### src/rtl/core/double_ended_queue_core_assert.svh
// Assertion macros for the deque core.
// DEQ_ASSERT checks on every rising aclk edge outside reset.
// DEQ_ASSERT_ALWAYS checks on every rising aclk edge, reset included.
`ifndef DOUBLE_ENDED_QUEUE_CORE_ASSERT_SVH
`define DOUBLE_ENDED_QUEUE_CORE_ASSERT_SVH

`ifndef SYNTHESIS
`define DEQ_ASSERT(lbl, prop) \
    lbl: assert property (@(posedge aclk) disable iff (!aresetn) prop) \
        else $error("deque core check failed");
`define DEQ_ASSERT_ALWAYS(lbl, prop) \
    lbl: assert property (@(posedge aclk) prop) \
        else $error("deque core check failed");
`else
`define DEQ_ASSERT(lbl, prop)
`define DEQ_ASSERT_ALWAYS(lbl, prop)
`endif

`endif

### src/rtl/core/deq_pkg.sv
package deq_pkg;

    // Item width and default ring size
    localparam int DEQ_DATA_W        = 32;
    localparam int DEQ_DEPTH_DEFAULT = 16;
    localparam int DEQ_COUNT_OUT_W   = 5;

    localparam logic [DEQ_DATA_W-1:0] DEQ_NEG_ONE = '1;

    // Operation codes; six and seven are no-ops
    typedef enum logic [2:0] {
        DEQ_OP_PUSH_FRONT = 3'd0,
        DEQ_OP_PUSH_REAR  = 3'd1,
        DEQ_OP_POP_FRONT  = 3'd2,
        DEQ_OP_POP_REAR   = 3'd3,
        DEQ_OP_PEEK_FRONT = 3'd4,
        DEQ_OP_PEEK_REAR  = 3'd5
    } deq_op_t;

    // Result status codes
    typedef enum logic [1:0] {
        DEQ_ST_OK       = 2'd0,
        DEQ_ST_OVERFLOW = 2'd1,
        DEQ_ST_EMPTY    = 2'd2
    } deq_status_t;

    // Control sequencer states
    typedef enum logic {
        DEQ_IDLE = 1'b0,
        DEQ_READ = 1'b1
    } deq_state_t;

endpackage

### src/rtl/core/deq_ram.sv
module deq_ram
    import deq_pkg::*;
#(
    parameter int DEPTH  = DEQ_DEPTH_DEFAULT,
    parameter int ADDR_W = $clog2(DEPTH)
) (
    input  logic                  aclk,
    input  logic                  we,
    input  logic                  re,
    input  logic [ADDR_W-1:0]     addr,
    input  logic [DEQ_DATA_W-1:0] wdata,
    output logic [DEQ_DATA_W-1:0] rdata
);

    logic [DEQ_DATA_W-1:0] mem [DEPTH];
    logic [DEQ_DATA_W-1:0] rdata_reg;

    // Single port, registered read
    always_ff @(posedge aclk) begin
        if (we) begin
            mem[addr] <= wdata;
        end
        if (re) begin
            rdata_reg <= mem[addr];
        end
    end

    assign rdata = rdata_reg;

endmodule

### src/rtl/core/double_ended_queue_core.sv
// Channel   Ports                                          Direction
// -------   ---------------------------------------------  ---------
// s_        s_valid s_ready s_op s_push_value              in
// m_        m_valid m_ready m_result_value m_status        out
//           m_item_count
//
// Pushes, no-ops and pops or peeks on an empty deque load the result register
// directly; a pop or peek that reads the entry store waits in DEQ_READ for the
// registered read of the single-port memory. One item is in flight at a time.
// Synchronous active-low reset clears pointers, occupancy and the result valid
// flag; the entry store is not cleared. A result waiting in the output register
// does not block the next transfer once m_ready is high in that cycle.
module double_ended_queue_core
    import deq_pkg::*;
#(
    parameter int DEPTH = DEQ_DEPTH_DEFAULT
) (
    input  logic                         aclk,
    input  logic                         aresetn,
    input  logic                         s_valid,
    output logic                         s_ready,
    input  logic [2:0]                   s_op,
    input  logic signed [DEQ_DATA_W-1:0] s_push_value,
    output logic                         m_valid,
    input  logic                         m_ready,
    output logic signed [DEQ_DATA_W-1:0] m_result_value,
    output logic [1:0]                   m_status,
    output logic [DEQ_COUNT_OUT_W-1:0]   m_item_count
);

`include "double_ended_queue_core_assert.svh"

    localparam int ADDR_W = $clog2(DEPTH);
    localparam int CNT_W  = $clog2(DEPTH + 1);
    localparam logic [ADDR_W-1:0] LAST_SLOT = ADDR_W'(DEPTH - 1);
    localparam logic [CNT_W-1:0]  FULL_CNT  = CNT_W'(DEPTH);

    deq_state_t state_reg, state_next;
    logic [ADDR_W-1:0] front_reg, front_next;
    logic [ADDR_W-1:0] rear_reg, rear_next;
    logic [CNT_W-1:0]  occ_reg, occ_next;

    logic                       m_valid_reg, m_valid_next;
    logic [DEQ_DATA_W-1:0]      m_value_reg;
    deq_status_t                m_status_reg;
    logic [DEQ_COUNT_OUT_W-1:0] m_count_reg;

    logic                  mem_we, mem_re;
    logic [ADDR_W-1:0]     mem_addr;
    logic [DEQ_DATA_W-1:0] mem_rdata;

    logic                  load_out;
    logic [DEQ_DATA_W-1:0] out_value;
    deq_status_t           out_status;
    logic [CNT_W-1:0]      out_count;
    logic [CNT_W+DEQ_COUNT_OUT_W-1:0] out_count_ext;

    logic in_xfer, out_xfer, empty, full, push_op;
    logic [ADDR_W-1:0] front_prev, front_succ, rear_prev, rear_succ;

    // Entry store
    deq_ram #(
        .DEPTH  (DEPTH),
        .ADDR_W (ADDR_W)
    ) u_ram (
        .aclk  (aclk),
        .we    (mem_we),
        .re    (mem_re),
        .addr  (mem_addr),
        .wdata (s_push_value),
        .rdata (mem_rdata)
    );

    // Handshakes
    assign s_ready  = (state_reg == DEQ_IDLE) && (!m_valid_reg || m_ready);
    assign in_xfer  = s_valid && s_ready;
    assign out_xfer = m_valid_reg && m_ready;
    assign push_op  = (s_op == DEQ_OP_PUSH_FRONT) || (s_op == DEQ_OP_PUSH_REAR);

    // Ring neighbours, wrapping at DEPTH-1
    assign empty      = (occ_reg == '0);
    assign full       = (occ_reg == FULL_CNT);
    assign front_prev = (front_reg == '0) ? LAST_SLOT : front_reg - 1'b1;
    assign front_succ = (front_reg == LAST_SLOT) ? '0 : front_reg + 1'b1;
    assign rear_prev  = (rear_reg == '0) ? LAST_SLOT : rear_reg - 1'b1;
    assign rear_succ  = (rear_reg == LAST_SLOT) ? '0 : rear_reg + 1'b1;

    // Operation decode, pointer update and result selection
    always_comb begin
        state_next = state_reg;
        front_next = front_reg;
        rear_next  = rear_reg;
        occ_next   = occ_reg;
        mem_we     = 1'b0;
        mem_re     = 1'b0;
        mem_addr   = front_reg;
        load_out   = 1'b0;
        out_value  = '0;
        out_status = DEQ_ST_OK;
        out_count  = occ_reg;

        unique case (state_reg)
            DEQ_IDLE: begin
                if (in_xfer) begin
                    unique case (deq_op_t'(s_op))
                        DEQ_OP_PUSH_FRONT: begin
                            load_out = 1'b1;
                            if (full) begin
                                out_status = DEQ_ST_OVERFLOW;
                            end else begin
                                mem_we     = 1'b1;
                                mem_addr   = front_prev;
                                front_next = front_prev;
                                occ_next   = occ_reg + 1'b1;
                                out_count  = occ_reg + 1'b1;
                            end
                        end
                        DEQ_OP_PUSH_REAR: begin
                            load_out = 1'b1;
                            if (full) begin
                                out_status = DEQ_ST_OVERFLOW;
                            end else begin
                                mem_we    = 1'b1;
                                mem_addr  = rear_reg;
                                rear_next = rear_succ;
                                occ_next  = occ_reg + 1'b1;
                                out_count = occ_reg + 1'b1;
                            end
                        end
                        DEQ_OP_POP_FRONT: begin
                            if (empty) begin
                                load_out   = 1'b1;
                                out_status = DEQ_ST_EMPTY;
                            end else begin
                                mem_re     = 1'b1;
                                mem_addr   = front_reg;
                                front_next = front_succ;
                                occ_next   = occ_reg - 1'b1;
                                state_next = DEQ_READ;
                            end
                        end
                        DEQ_OP_POP_REAR: begin
                            if (empty) begin
                                load_out   = 1'b1;
                                out_status = DEQ_ST_EMPTY;
                            end else begin
                                mem_re     = 1'b1;
                                mem_addr   = rear_prev;
                                rear_next  = rear_prev;
                                occ_next   = occ_reg - 1'b1;
                                state_next = DEQ_READ;
                            end
                        end
                        DEQ_OP_PEEK_FRONT: begin
                            if (empty) begin
                                load_out   = 1'b1;
                                out_status = DEQ_ST_EMPTY;
                                out_value  = DEQ_NEG_ONE;
                            end else begin
                                mem_re     = 1'b1;
                                mem_addr   = front_reg;
                                state_next = DEQ_READ;
                            end
                        end
                        DEQ_OP_PEEK_REAR: begin
                            if (empty) begin
                                load_out   = 1'b1;
                                out_status = DEQ_ST_EMPTY;
                                out_value  = DEQ_NEG_ONE;
                            end else begin
                                mem_re     = 1'b1;
                                mem_addr   = rear_prev;
                                state_next = DEQ_READ;
                            end
                        end
                        default: begin
                            // unused codes: no-op, count unchanged
                            load_out = 1'b1;
                        end
                    endcase
                end
            end
            DEQ_READ: begin
                // read data lands; occupancy already holds the new count
                load_out   = 1'b1;
                out_value  = mem_rdata;
                state_next = DEQ_IDLE;
            end
            default: begin
                state_next = DEQ_IDLE;
            end
        endcase
    end

    assign out_count_ext = {{DEQ_COUNT_OUT_W{1'b0}}, out_count};

    // Result slot valid
    always_comb begin
        priority if (load_out) begin
            m_valid_next = 1'b1;
        end else if (out_xfer) begin
            m_valid_next = 1'b0;
        end else begin
            m_valid_next = m_valid_reg;
        end
    end

    // Control state
    always_ff @(posedge aclk) begin
        if (!aresetn) begin
            state_reg   <= DEQ_IDLE;
            front_reg   <= '0;
            rear_reg    <= '0;
            occ_reg     <= '0;
            m_valid_reg <= 1'b0;
        end else begin
            state_reg   <= state_next;
            front_reg   <= front_next;
            rear_reg    <= rear_next;
            occ_reg     <= occ_next;
            m_valid_reg <= m_valid_next;
        end
    end

    // Result payload
    always_ff @(posedge aclk) begin
        if (load_out) begin
            m_value_reg  <= out_value;
            m_status_reg <= out_status;
            m_count_reg  <= out_count_ext[DEQ_COUNT_OUT_W-1:0];
        end
    end

    assign m_valid        = m_valid_reg;
    assign m_result_value = m_value_reg;
    assign m_status       = m_status_reg;
    assign m_item_count   = m_count_reg;

    // Checks
    `DEQ_ASSERT(a_occ_bound, occ_reg <= FULL_CNT)
    `DEQ_ASSERT(a_read_slot_free, (state_reg == DEQ_READ) |-> !m_valid_reg)
    `DEQ_ASSERT(a_read_one_cycle, (state_reg == DEQ_READ) |=> (state_reg == DEQ_IDLE))
    `DEQ_ASSERT(a_full_push_holds, (in_xfer && full && push_op) |=> $stable(occ_reg))

endmodule
### config.mk
export PLATFORM = sky130hd
export DESIGN_NAME = double_ended_queue_core
export DESIGN_NICKNAME = d
export VERILOG_FILES = /design/src/rtl/core/deq_pkg.sv /design/src/rtl/core/deq_ram.sv /design/src/rtl/core/double_ended_queue_core.sv
export VERILOG_INCLUDE_DIRS = /design/src /design/src/rtl/core
export SDC_FILE = /design/constraint.sdc
export NUM_CORES = 1
export LEC_CHECK = 0
export ABC_CLOCK_PERIOD_IN_PS = 5200
export BUFFER_PORTS_ARGS = -buffer_cell sky130_fd_sc_hd__buf_2
export CORE_MARGIN = 3
export CORE_UTILIZATION = 60
export CTS_CLUSTER_DIAMETER = 150
export CTS_CLUSTER_SIZE = 8
export DETAILED_ROUTE_END_ITERATION = 12
export HOLD_SLACK_MARGIN = 0.02
export PLACE_DENSITY_LB_ADDON = 0.1
export SYNTH_ARGS = -nofsm -noshare
export SYNTH_HDL_FRONTEND = slang
export SYNTH_SLANG_ARGS = --single-unit
### constraint.sdc
create_clock -name aclk -period 5.2 [get_ports aclk]
set_input_delay 0.78 -clock aclk [delete_from_list [all_inputs] [get_ports aclk]]
set_output_delay 0.78 -clock aclk [all_outputs]
set_load 0.02 [all_outputs]
Word level (Yosys, flattened, before mapping) --
Memories as Yosys holds them, arrays and structs flattened. A register that Yosys moved wholly into a read port is not among the register bits. Index checks and enable logic that the tools add are counted.
Storage, ports and cells: register bits 54, bits in writable memories 512, memories kept 1, output and inout bits 41
Memory list:
- u_ram.mem | words 16, width 32, rd ports 1, clocked after memory_dff 1, write ports 1, line deq_ram.sv:15 | logic [DEQ_DATA_W-1:0] mem [DEPTH];
Operators by class: bitwise logic cells 2, equal/unequal tests 12, reductions and logical operators 22, mux-type cells 45, add/sub/neg operators 6
Operators by type and width (count):
- 32-bit 2-to-1 mux | 3
- 32-bit case mux with 2 select lines | 1
- 4-bit 2-to-1 mux | 12
- 5-bit 2-to-1 mux | 5
- 1-bit 2-to-1 mux | 16
- 4-bit case mux with 2 select lines | 2
- 4-bit case mux with 3 select lines | 1
- 5-bit case mux with 2 select lines | 1
- 2-bit OR reduction | 5
- 4-bit by 1-bit adder with 4-bit output (second input constant) | 2
- 4-bit equality test (second input constant) | 2
- 4-bit logical NOT | 2
- 2-bit inequality test (second input constant) | 4
- 4-bit AND reduction | 2
- 2-bit nonzero test | 4
- 4-bit by 1-bit subtractor with 4-bit output (second input constant) | 2
- 3-bit by 2-bit equality test with 1-bit output (second input constant) | 2
- 3-bit equality test (second input constant) | 2
- 5-bit by 1-bit adder with 5-bit output (second input constant) | 1
- 5-bit equality test (second input constant) | 1
- 5-bit logical NOT | 1
- 5-bit AND reduction | 1
- 5-bit by 1-bit subtractor with 5-bit output (second input constant) | 1
- 1-bit case mux with 2 select lines | 2
- 9 further kinds | 12

Logic depth before layout (Yosys ltp) --
Gate-level depths: netlist of run 1.
depth in word-level cells 8, mapped depth 12, mapped depth without buffers 9

By module --
A second synthesis of run 1 with hierarchy kept.
Unflattened totals: cell total of the unflattened synthesis 1178, area total of the unflattened synthesis 23342.4 µm²
Modules (own cells, without submodules):
- deq_ram | sequential area each 16335.7 µm², cells an instance 840, area an instance 20183.1 µm², times used 1
- double_ended_queue_core | sequential area each 1471.4 µm², cells an instance 338, area an instance 3159.3 µm², times used 1

Worst setup path before layout of run 1 --
No wires, ideal clock.
kind input to register, start point input s_op[0], end point memory u_ram.mem[10][0], enable pin, path slack 1.031 ns, arrival 3.748 ns, stages 9, library setup time 0.421 ns, required time 4.779 ns, cells stage by stage buf_4 -> inv_2 -> maj3_2 -> or4b_4 -> nand3_4 -> buf_4 -> buf_2 -> nand3_1 -> nor2_1
Between the ends: longest elaborated chain between the ends 7
RTL lines:
- start: declaration | line double_ended_queue_core.sv:22 | input logic [2:0] s_op,
- 3-bit by 1-bit equality test with 1-bit output / 3-bit logical NOT (equally long branches) | line double_ended_queue_core.sv:105 | unique case (deq_op_t'(s_op))
- 2-bit OR reduction (no source line)
- 1-bit 2-to-1 mux
- 1-bit 2-to-1 mux | line double_ended_queue_core.sv:104 | if (in_xfer) begin
- 1-bit 2-to-1 mux | line double_ended_queue_core.sv:102 | unique case (state_reg)
- 1-bit 2-to-1 mux | line deq_ram.sv:20 | if (we) begin
- 1-bit 2-to-1 mux (implied by the code) | line deq_ram.sv:21 | mem[addr] <= wdata;
- end: declaration | line deq_ram.sv:15
Parallel ways exist; a longest one is shown, timed or not.

Worst setup path in the final report of run 1 --
start point register occ_reg[0], end point register u_ram.rdata_reg[16] (netlist: u_ram.rdata[16]), read port of u_ram.mem, data pin
Between the ends: longest elaborated chain between the ends 5
RTL lines:
- start: declaration | line double_ended_queue_core.sv:41 | logic [CNT_W-1:0] occ_reg, occ_next;
- start signal: assignment | line double_ended_queue_core.sv:220 | occ_reg <= occ_next;
- 5-bit equality test / 5-bit logical NOT (equally long branches) | line double_ended_queue_core.sv:82, double_ended_queue_core.sv:81
- 4-bit 2-to-1 mux, or another cell as far along | line double_ended_queue_core.sv:120 | if (full) begin
- 4-bit case mux with 3 select lines / 1-bit 2-to-1 mux (equally long branches)
- 4-bit 2-to-1 mux / 1-bit 2-to-1 mux (equally long branches) | line double_ended_queue_core.sv:104
- 4-bit 2-to-1 mux / 1-bit 2-to-1 mux (equally long branches) | line double_ended_queue_core.sv:102
- end: declaration | line deq_ram.sv:16 | logic [DEQ_DATA_W-1:0] rdata_reg;
Parallel ways exist; a longest one is shown, timed or not. A chain may end at the register's enable or synchronous reset.

==> run summary, run 1 <==
status -> completed
Pins Over Slew Limit -> 0
startpoint types -> register
Synth top area share -> 0.690
H-tree levels -> 3
Post-DRT Antenna Nets -> 0
Worst Path Class, Setup -> reg -> reg
Post-Place Cell Area -> 0.0264 mm2
Main synth FF type -> edfxtp_1
largest net degree at the start of global routing -> 79
CTS root buf -> clkbuf_16
Cells after Synth -> 1712
final hold violations -> 0
TritonCTS Sinks -> 598
hpwl dp -> 35100 um
design area -> 0.0286 mm2
yosys warns -> 0
wirelength, routed -> 65400 um
# diodes -> 0
FFs w/ async S/R, synth -> 0
syn avg cell area -> 14.8 um2
Final TNS setup -> 0 ns
CTS Buffer Depth -> 3
register bit total from synthesis -> 598
share of cells above drive strength 1 -> 0.173
global placer's final weighted congestion -> 0.810
Die X -> 212 um
Max-Cap Viols -> 0
drt drc -> 0
Min-Delay Path Class -> in -> reg
Slew @ Worst Pin -> 1.22 ns
total via count in the routed design -> 16300
worst rel slew slack -> 0.184
die area -> 0.0448 mm2
Crit. End Element -> register
Design Power -> 11.3 mW
cell taking the most area after synthesis -> edfxtp_1
clock skew -> 0.0150 ns
register area -> 0.0178 mm2
Detailed Route Iter0 Violations -> 1959
Hold-fix buffers, CTS -> 0
Multi-input gate area -> 0.00695 mm2
CTS Buf Count -> 84
crit path max fanout -> 76
Starting Density -> 0.615
number of flops mapped to enable cells by yosys -> 583
Core ar. -> 0.0413 mm2
placed cells -> 2217
final-report setup violation count -> 0
Peak VDD IR -> 0.287 mV
count of filler cells inserted in the layout -> 2763
P_leak -> 9.73 nW
Syn-to-layout area delta -> 12.8%
GRT Overall Usage -> 0.293
fin worst setup slack -> 1.11 ns
commonest cells in the synthesized netlist -> 583 x edfxtp_1, 191 x a221o_1, 132 x and3_1
max reg flops -> 512
Unique masters post-synth -> 67
initial antenna violation count -> 0
pre-CTS setup slack -> 1.04 ns
DR pass1 iterations -> 5
first-pass GRT wire length -> 99000 um
vias per inst -> 7.00
clock slew at reported path FFs -> 0.05 ns
fin cells -> 2323
drt wl/cell -> 28.1 um
Synth area leaders -> edfxtp_1 69%, a221o_1 7.5%, and3_1 3.3%
mapped cell area -> 0.0254 mm2
fin util -> 0.694
Worst EP required -> 5.58 ns
sequential share of the synthesized area -> 0.701
syn_nets -> 1762
Skew-Pair Late Insertion Delay -> 0.61 ns
final global-route overflow total -> 0
Setup Fix Bufs, Post-CTS -> 0
CP arrival -> 4.47 ns
period utilization -> 0.786
number of global-route vias before repair -> 15800
maximum clock frequency -> 0.245 GHz
die height -> 212 um
Nets -> 1821
unrepaired setup endpoints after global routing -> false
CTS tree -> done
placement row count -> 74
most frequent cell after synthesis -> edfxtp_1
min cycle time layout -> 4.09 ns
Hold WS -> 0.465 ns
PD cells -> 396 mW/mm2
post-CTS resize count -> 0
I/O pin total -> 80
Port Buf Inserts -> 79
[cell type report]
| cell class | instances | area share |
|---|---|---|
| Clock buffer | 98 | 0.0752 |
| Clock inverter | 8 | 0.00384 |
| Inverter | 13 | 0.00170 |
| Multi-Input combinational cell | 942 | 0.243 |
| Sequential cell | 598 | 0.622 |
| Tap cell | 532 | 0.0232 |
| Timing Repair Buffer | 132 | 0.0316 |
[routing by layer]
| layer | vias up | share of wire | global-route usage |
|---|---|---|---|
| li1 | 6998 | - | - |
| met1 | 8224 | 0.41 | 0.423 |
| met2 | 901 | 0.47 | 0.459 |
| met3 | 127 | 0.089 | 0.0545 |
| met4 | 0 | 0.029 | 0.0977 |
| met5 | - | 0 | 0 |
[report_power, final]
part,switching [mW],internal [mW]
Sequential,0.0300,5.41
Combinational,0.706,0.374
Clock,1.92,2.89
Total,2.65,8.68
[placed cells by master (no fill, tap or decap), types with 16 or more instances in the layout]
master | netlist | layout
nand2_1 | 78 | 78
buf_4 | 16 | 44
edfxtp_1 | 583 | 583
a221oi_1 | 66 | 66
buf_2 | 63 | 79
clkbuf_16 | 0 | 84
a221o_1 | 191 | 191
and2_1 | 129 | 129
o21ba_2 | 32 | 32
a21oi_1 | 113 | 113
nor2_1 | 45 | 29
and3_1 | 132 | 130
o21ai_0 | 16 | 16
nor2_4 | 0 | 16
nor4_1 | 22 | 22
[kinds of logic (layout without fill, tap and decap cells)]
| logic type | after synthesis | count (layout) | synth area share |
|---|---|---|---|
| AO/OA/AOI/OAI | 456 | 456 | 0.150 |
| flip-flops | 598 | 598 | 0.701 |
| multiplexers | 4 | 4 | 0.00163 |
| XOR/XNOR | 9 | 9 | 0.00310 |
| AND/OR/NAND/NOR | 461 | 461 | 0.106 |
| buffers and inverters | 172 | 251 | 0.0327 |
| adder cells (fa/ha/maj) | 12 | 12 | 0.00586 |
[worst paths after layout]
| kind | start | endpoint | slack (ns) | cells past startpoint |
|---|---|---|---|---|
| max | occ_reg[0] | u_ram.rdata[16] | 1.11 | 10 |
| min | s_valid | m_valid | 0.46 | 3 |
| max reg2reg | occ_reg[0] | u_ram.rdata[16] | 1.11 | 10 |
| min reg2reg | u_ram.rdata[9] | m_result_value[9] | 0.52 | 2 |
[worst max-delay path, stage by stage (launching register included)]
cell	delay (ns)
dfxtp_1	0.34
inv_1	0.15
ha_1	0.24
and4bb_4	0.38
a211oi_1	0.09
o21ai_1	0.51
and2_4	0.89
buf_4	0.51
a221o_1	0.21
a21oi_1	0.10
nor4_2	0.37
No activity file was read; power rests on OpenSTA's default activity.
==> run 2, diff against run 1 <==
- ABC_CLOCK_PERIOD_IN_PS: 5200 -> 3850
- clock period: 5.2 -> 3.85 ns (I/O delays scaled with it)
==> run 2 against run 1 <==
  * Clock skew is 0.0056 ns higher
  * Design area is 1.2% higher
  * Maximum frequency is 11% higher
  * Global-route usage is 1.1 points lower
  * Cell count is 0.73% higher
  * Die area stayed put
  * Combinational power is 42% higher
  * Hold slack worse by 0.22 ns
  * Critical endpoint is now u_ram.mem[6][14]
  * Non-clock buffer count is 24 higher
==> run summary, run 2 (synthesized netlist as in run 1, its figures left out) <==
die height -> 212 um (unchanged)
# diodes -> 0 (unchanged)
CTS root buf -> clkbuf_16 (unchanged)
first-pass GRT wire length -> 95600 um (was 99000 um)
drt drc -> 0 (unchanged)
min cycle time layout -> 3.70 ns (was 4.09 ns)
Peak VDD IR -> 0.358 mV (was 0.287 mV)
leading cell types in the layout, fill and taps excluded -> 583 x edfxtp_1, 190 x a221o_1, 130 x and3_1 (was 583 x edfxtp_1, 191 x a221o_1, 130 x and3_1)
most common cell after layout, fill and taps aside -> edfxtp_1 (unchanged)
drt wl/cell -> 27.1 um (was 28.1 um)
Min-Delay Path Class -> in -> reg (unchanged)
worst rel slew slack -> 0.304 (was 0.184)
clock skew -> 0.0206 ns (was 0.0150 ns)
I/O pin total -> 80 (unchanged)
fin cells -> 2340 (was 2323)
GRT Overall Usage -> 0.283 (was 0.293)
H-tree levels -> 3 (unchanged)
period utilization -> 0.960 (was 0.786)
Core ar. -> 0.0413 mm2 (unchanged)
Worst EP required -> 4.10 ns (was 5.58 ns)
unrepaired setup endpoints after global routing -> false (unchanged)
crit path max fanout -> 22 (was 76)
Die X -> 212 um (unchanged)
final global-route overflow total -> 0 (unchanged)
CP arrival -> 3.94 ns (was 4.47 ns)
Slew @ Worst Pin -> 1.04 ns (was 1.22 ns)
startpoint types -> register (unchanged)
status -> completed (unchanged)
Crit. End Element -> register (unchanged)
Skew-Pair Late Insertion Delay -> 0.61 ns (about the same)
Worst Path Class, Setup -> reg -> reg (unchanged)
TritonCTS Sinks -> 598 (unchanged)
global placer's final weighted congestion -> 0.838 (was 0.810)
CTS Buf Count -> 84 (unchanged)
Hold-fix buffers, CTS -> 0 (unchanged)
Worst path slowest cell -> or3b_2 (was and2_4)
P_leak -> 9.91 nW (was 9.73 nW)
PD cells -> 530 mW/mm2 (was 396 mW/mm2)
final-report setup violation count -> 0 (unchanged)
placed cells -> 2237 (was 2217)
Starting Density -> 0.615 (unchanged)
final hold violations -> 0 (unchanged)
CTS Buffer Depth -> 3 (unchanged)
Pins Over Slew Limit -> 0 (unchanged)
Post-DRT Antenna Nets -> 0 (unchanged)
die area -> 0.0448 mm2 (unchanged)
total via count in the routed design -> 16000 (was 16300)
wirelength, routed -> 63500 um (was 65400 um)
number of global-route vias before repair -> 15800 (about the same)
share of cells above drive strength 1 -> 0.186 (was 0.173)
largest net degree at the start of global routing -> 129 (was 79)
r2r setup slk -> 0.15 ns (was 1.11 ns)
Nets -> 1846 (was 1821)
Port Buf Inserts -> 79 (unchanged)
CTS tree -> done (unchanged)
Design Power -> 15.4 mW (was 11.3 mW)
Max-Cap Viols -> 0 (unchanged)
DR pass1 iterations -> 8 (was 5)
placement row count -> 74 (unchanged)
crit-path cells -> inv_1 > ha_1 > nor4b_4 > a211oi_2 > o21ai_0 > a22o_1 > or3b_2 > nor2_4 > buf_4 (was inv_1 > ha_1 > and4bb_4 > a211oi_1 > o21ai_1 > and2_4 > buf_4 > a221o_1 > a21oi_1 > nor4_2)
hpwl dp -> 35000 um (was 35100 um)
vias per inst -> 6.86 (was 7.00)
maximum clock frequency -> 0.271 GHz (was 0.245 GHz)
Largest stage delay, worst path -> 0.72 ns (was 0.89 ns)
initial antenna violation count -> 0 (unchanged)
clock slew at reported path FFs -> 0.06 ns (was 0.05 ns)
max reg flops -> 512 (unchanged)
Detailed Route Iter0 Violations -> 2210 (was 1959)
Syn-to-layout area delta -> 14.1% (was 12.8%)
[run 2: power breakdown]
group          internal, mW  switching, mW
Combinational         0.543          0.983
Sequential             7.31         0.0394
Clock                  4.00           2.49
Total                  11.9           3.51
[run 2: layer usage]
metal / track usage / up-vias / share of wire
met5: 0 / - / 0
met4: 0.102 / 0 / 0.028
met3: 0.0627 / 120 / 0.091
met2: 0.432 / 796 / 0.47
met1: 0.407 / 8097 / 0.42
li1: - / 7033 / -
[run 2: stage by stage]
step                      hold WS (ns)  instance area, um2  utilization  setup TNS [ns]  setup slack [ns]
after floorplan                  0.487               25400            -          -65.01            -0.198
after global placement           0.500               26700        0.645               0             0.170
after detailed placement         0.503               26700        0.645               0             0.225
after CTS                        0.218               28900        0.701               0             0.199
after global routing             0.262               29000        0.702               0            0.0240
final                            0.247               29000        0.702               0             0.153
[run 2: timing repair]
action,4_1_cts,5_1_grt
endpoints found under the setup margin,0,1
resized for setup,0,3
setup buffers,0,4
[run 2: area by class of cell]
type,instances,area [um2]
Clock buffer,94,2220
Sequential cell,598,17800
Fill cell,2689,12300
Tap cell,532,666
Inverter,13,48.8
Timing Repair Buffer,156,1210
Clock inverter,4,48.8
Multi-Input combinational cell,943,6970
[run 2: critical path: cells and delay by family, from the launching register on]
kind                       cells  cell delay, ns
DFF                            1            0.37
and+or+nand+nor                3            1.07
buffers and inverters          2            0.54
adders and majority gates      1            0.26
AOI/OAI and AO/OA              3            1.08
[run 2: worst paths after layout]
kind                   startpoint            endpoint  cells past startpoint
hold reg to reg   u_ram.rdata[12]  m_result_value[12]                      2
setup / recovery       occ_reg[0]    u_ram.mem[6][14]                      9
setup reg to reg       occ_reg[0]    u_ram.mem[6][14]                      9
hold / removal            s_valid             m_valid                      3
==> run 3, diff against run 2 <==
- CORE_UTILIZATION: 60 -> 55
- SETUP_SLACK_MARGIN: unset -> 0.02
==> run 3 against run 2 <==
  * Sequential cell count is the same
  * Sequential share of layout area shrank 0.30 points
  * Design area grew 0.48%
  * Critical endpoint is now u_ram.rdata[7]
  * Highest routed layer unchanged
  * Total power grew 0.21%
  * Combinational power is essentially flat
  * Largest cell class unchanged
  * Cell count grew 3.4%
  * Largest power group unchanged
  * Hold slack gained 0.018 ns
  * Register-to-register slack gained 0.12 ns
  * Clock-buffer cell count grew 4
==> run summary, run 3 (synthesized netlist as in run 1, its figures left out) <==
status -> completed (unchanged)
post-CTS resize count -> 0 (unchanged)
Hold-fix buffers, CTS -> 0 (unchanged)
TritonCTS Sinks -> 598 (unchanged)
met2 Use GR -> 0.419 (was 0.432)
global placer's final weighted congestion -> 0.799 (was 0.838)
placed cells -> 2315 (was 2237)
CTS tree -> done (unchanged)
min cycle time layout -> 3.58 ns (was 3.70 ns)
Design Power -> 15.4 mW (about the same)
Min-Delay Path Class -> in -> reg (unchanged)
M3 GR Usage -> 0.0540 (was 0.0627)
first-pass GRT wire length -> 99300 um (was 95600 um)
final hold violations -> 0 (unchanged)
Worst EP required -> 4.20 ns (was 4.10 ns)
Starting Density -> 0.558 (was 0.615)
CP arrival -> 3.93 ns (was 3.94 ns)
Post-DRT Antenna Nets -> 0 (unchanged)
final global-route overflow total -> 0 (unchanged)
PD cells -> 529 mW/mm2 (was 530 mW/mm2)
clock skew -> 0.0253 ns (was 0.0206 ns)
Worst Path Class, Setup -> reg -> reg (unchanged)
Hold Path End -> m_valid (unchanged)
DR pass1 iterations -> 5 (was 8)
Peak VDD IR -> 0.482 mV (was 0.358 mV)
unrepaired setup endpoints after global routing -> false (unchanged)
clock slew at reported path FFs -> 0.05 ns (was 0.06 ns)
startpoint types -> register (unchanged)
worst rel slew slack -> 0.354 (was 0.304)
share of cells above drive strength 1 -> 0.186 (about the same)
vias per inst -> 6.59 (was 6.86)
most common cell after layout, fill and taps aside -> edfxtp_1 (unchanged)
Final TNS setup -> 0 ns (unchanged)
worst r2r path cells -> 11 (was 9)
M1 GR Usage -> 0.374 (was 0.407)
H-tree levels -> 3 (unchanged)
number of global-route vias before repair -> 15800 (about the same)
Detailed Route Iter0 Violations -> 1945 (was 2210)
Skew-Pair Late Insertion Delay -> 0.62 ns (was 0.61 ns)
largest net degree at the start of global routing -> 129 (unchanged)
drt drc -> 0 (unchanged)
maximum clock frequency -> 0.279 GHz (was 0.271 GHz)
Max-Cap Viols -> 0 (unchanged)
Syn-to-layout area delta -> 14.7% (was 14.1%)
wirelength, routed -> 65900 um (was 63500 um)
die area -> 0.0488 mm2 (was 0.0448 mm2)
Nets -> 1851 (was 1846)
final-report setup violation count -> 0 (unchanged)
Core ar. -> 0.0455 mm2 (was 0.0413 mm2)
r2r setup slk -> 0.27 ns (was 0.15 ns)
Die X -> 221 um (was 212 um)
Reg2Reg Launch Point -> occ_reg[0] (unchanged)
CTS root buf -> clkbuf_16 (unchanged)
Setup Fix Bufs, Post-CTS -> 0 (unchanged)
I/O pin total -> 80 (unchanged)
busiest grt layer -> met2 (unchanged)
Crit. End Element -> register (unchanged)
min-delay src -> s_valid (unchanged)
hpwl dp -> 36800 um (was 35000 um)
period utilization -> 0.930 (was 0.960)
leading cell types in the layout, fill and taps excluded -> 583 x edfxtp_1, 191 x a221o_1, 130 x and3_1 (was 583 x edfxtp_1, 190 x a221o_1, 130 x and3_1)
CTS Buf Count -> 84 (unchanged)
placement row count -> 78 (was 74)
CTS Buffer Depth -> 3 (unchanged)
design area -> 0.0291 mm2 (was 0.0290 mm2)
P_leak -> 9.94 nW (was 9.91 nW)
die height -> 221 um (was 212 um)
Post-Place Cell Area -> 0.0268 mm2 (was 0.0267 mm2)
crit path max fanout -> 48 (was 22)
GRT Overall Usage -> 0.265 (was 0.283)
Slew @ Worst Pin -> 0.967 ns (was 1.04 ns)
fin cells -> 2420 (was 2340)
Pins Over Slew Limit -> 0 (unchanged)
reg2reg end -> u_ram.rdata[7] (was u_ram.mem[6][14])
count of filler cells inserted in the layout -> 3348 (was 2689)
max reg flops -> 512 (unchanged)
drt wl/cell -> 27.2 um (was 27.1 um)
initial antenna violation count -> 2 (was 0)
Hold Path Stages -> 3 (unchanged)
Port Buf Inserts -> 79 (unchanged)
total via count in the routed design -> 16000 (about the same)
-- run 3: cell count changes in the layout (fill, tap and decap cells not counted), moves of 2 or more --
cell	change
clkbuf_1	+6
clkinv_8	+2
clkbuf_16	-2
buf_4	+7
-- run 3: area by class of cell --
cell class	instances	area [um2]	share of cell area
Antenna cell	1	2.50	0.0000859
Clock buffer	98	2200	0.0755
Clock inverter	6	103	0.00352
Inverter	13	48.8	0.00168
Multi-Input combinational cell	942	6950	0.239
Sequential cell	598	17800	0.612
Tap cell	600	751	0.0258
Timing Repair Buffer	162	1260	0.0431
-- run 3: stage by stage --
| stage | worst slack [ns] | util | hold WS (ns) |
|---|---|---|---|
| floorplan | -0.198 | - | 0.487 |
| global placement | 0.420 | 0.590 | 0.499 |
| detailed placement | 0.313 | 0.590 | 0.500 |
| CTS | 0.311 | 0.640 | 0.238 |
| global route | 0.0730 | 0.640 | 0.252 |
| finish | 0.270 | 0.640 | 0.265 |
-- run 3: worst max-delay path: stages (launching register included) --
cell	delay [ns]
dfxtp_1	0.34
inv_1	0.16
ha_1	0.24
or4b_4	0.50
and3_1	0.21
or4b_4	0.24
nand3_4	0.28
buf_12	0.31
buf_12	0.23
a221oi_1	0.50
o21ba_2	0.21
nor4_1	0.04
-- run 3: worst max-delay path by stage --
stage	start	to	slack [ns]
after floorplan	occ_reg[0]	u_ram.mem[4][0]	-0.20
after detailed placement	occ_reg[0]	u_ram.rdata[7]	0.31
final	occ_reg[0]	u_ram.rdata[7]	0.27
after CTS	occ_reg[0]	u_ram.rdata[7]	0.31
after global routing	occ_reg[0]	u_ram.rdata[3]	0.07
after global placement	s_op[1]	u_ram.mem[3][10]	0.42
-- run 3: report_power, final --
group / switching (mW) / internal (mW) / total (mW)
Combinational: 0.965 / 0.548 / 1.51
Sequential: 0.0390 / 7.31 / 7.35
Clock: 2.57 / 3.97 / 6.54
Total: 3.57 / 11.8 / 15.4
-- run 3: layer usage --
metal  vias to the layer above  share of wire
li1                       7040              -
met5                         -              0
met3                       126          0.077
met4                         0          0.028
met2                       723           0.47
met1                      8067           0.42
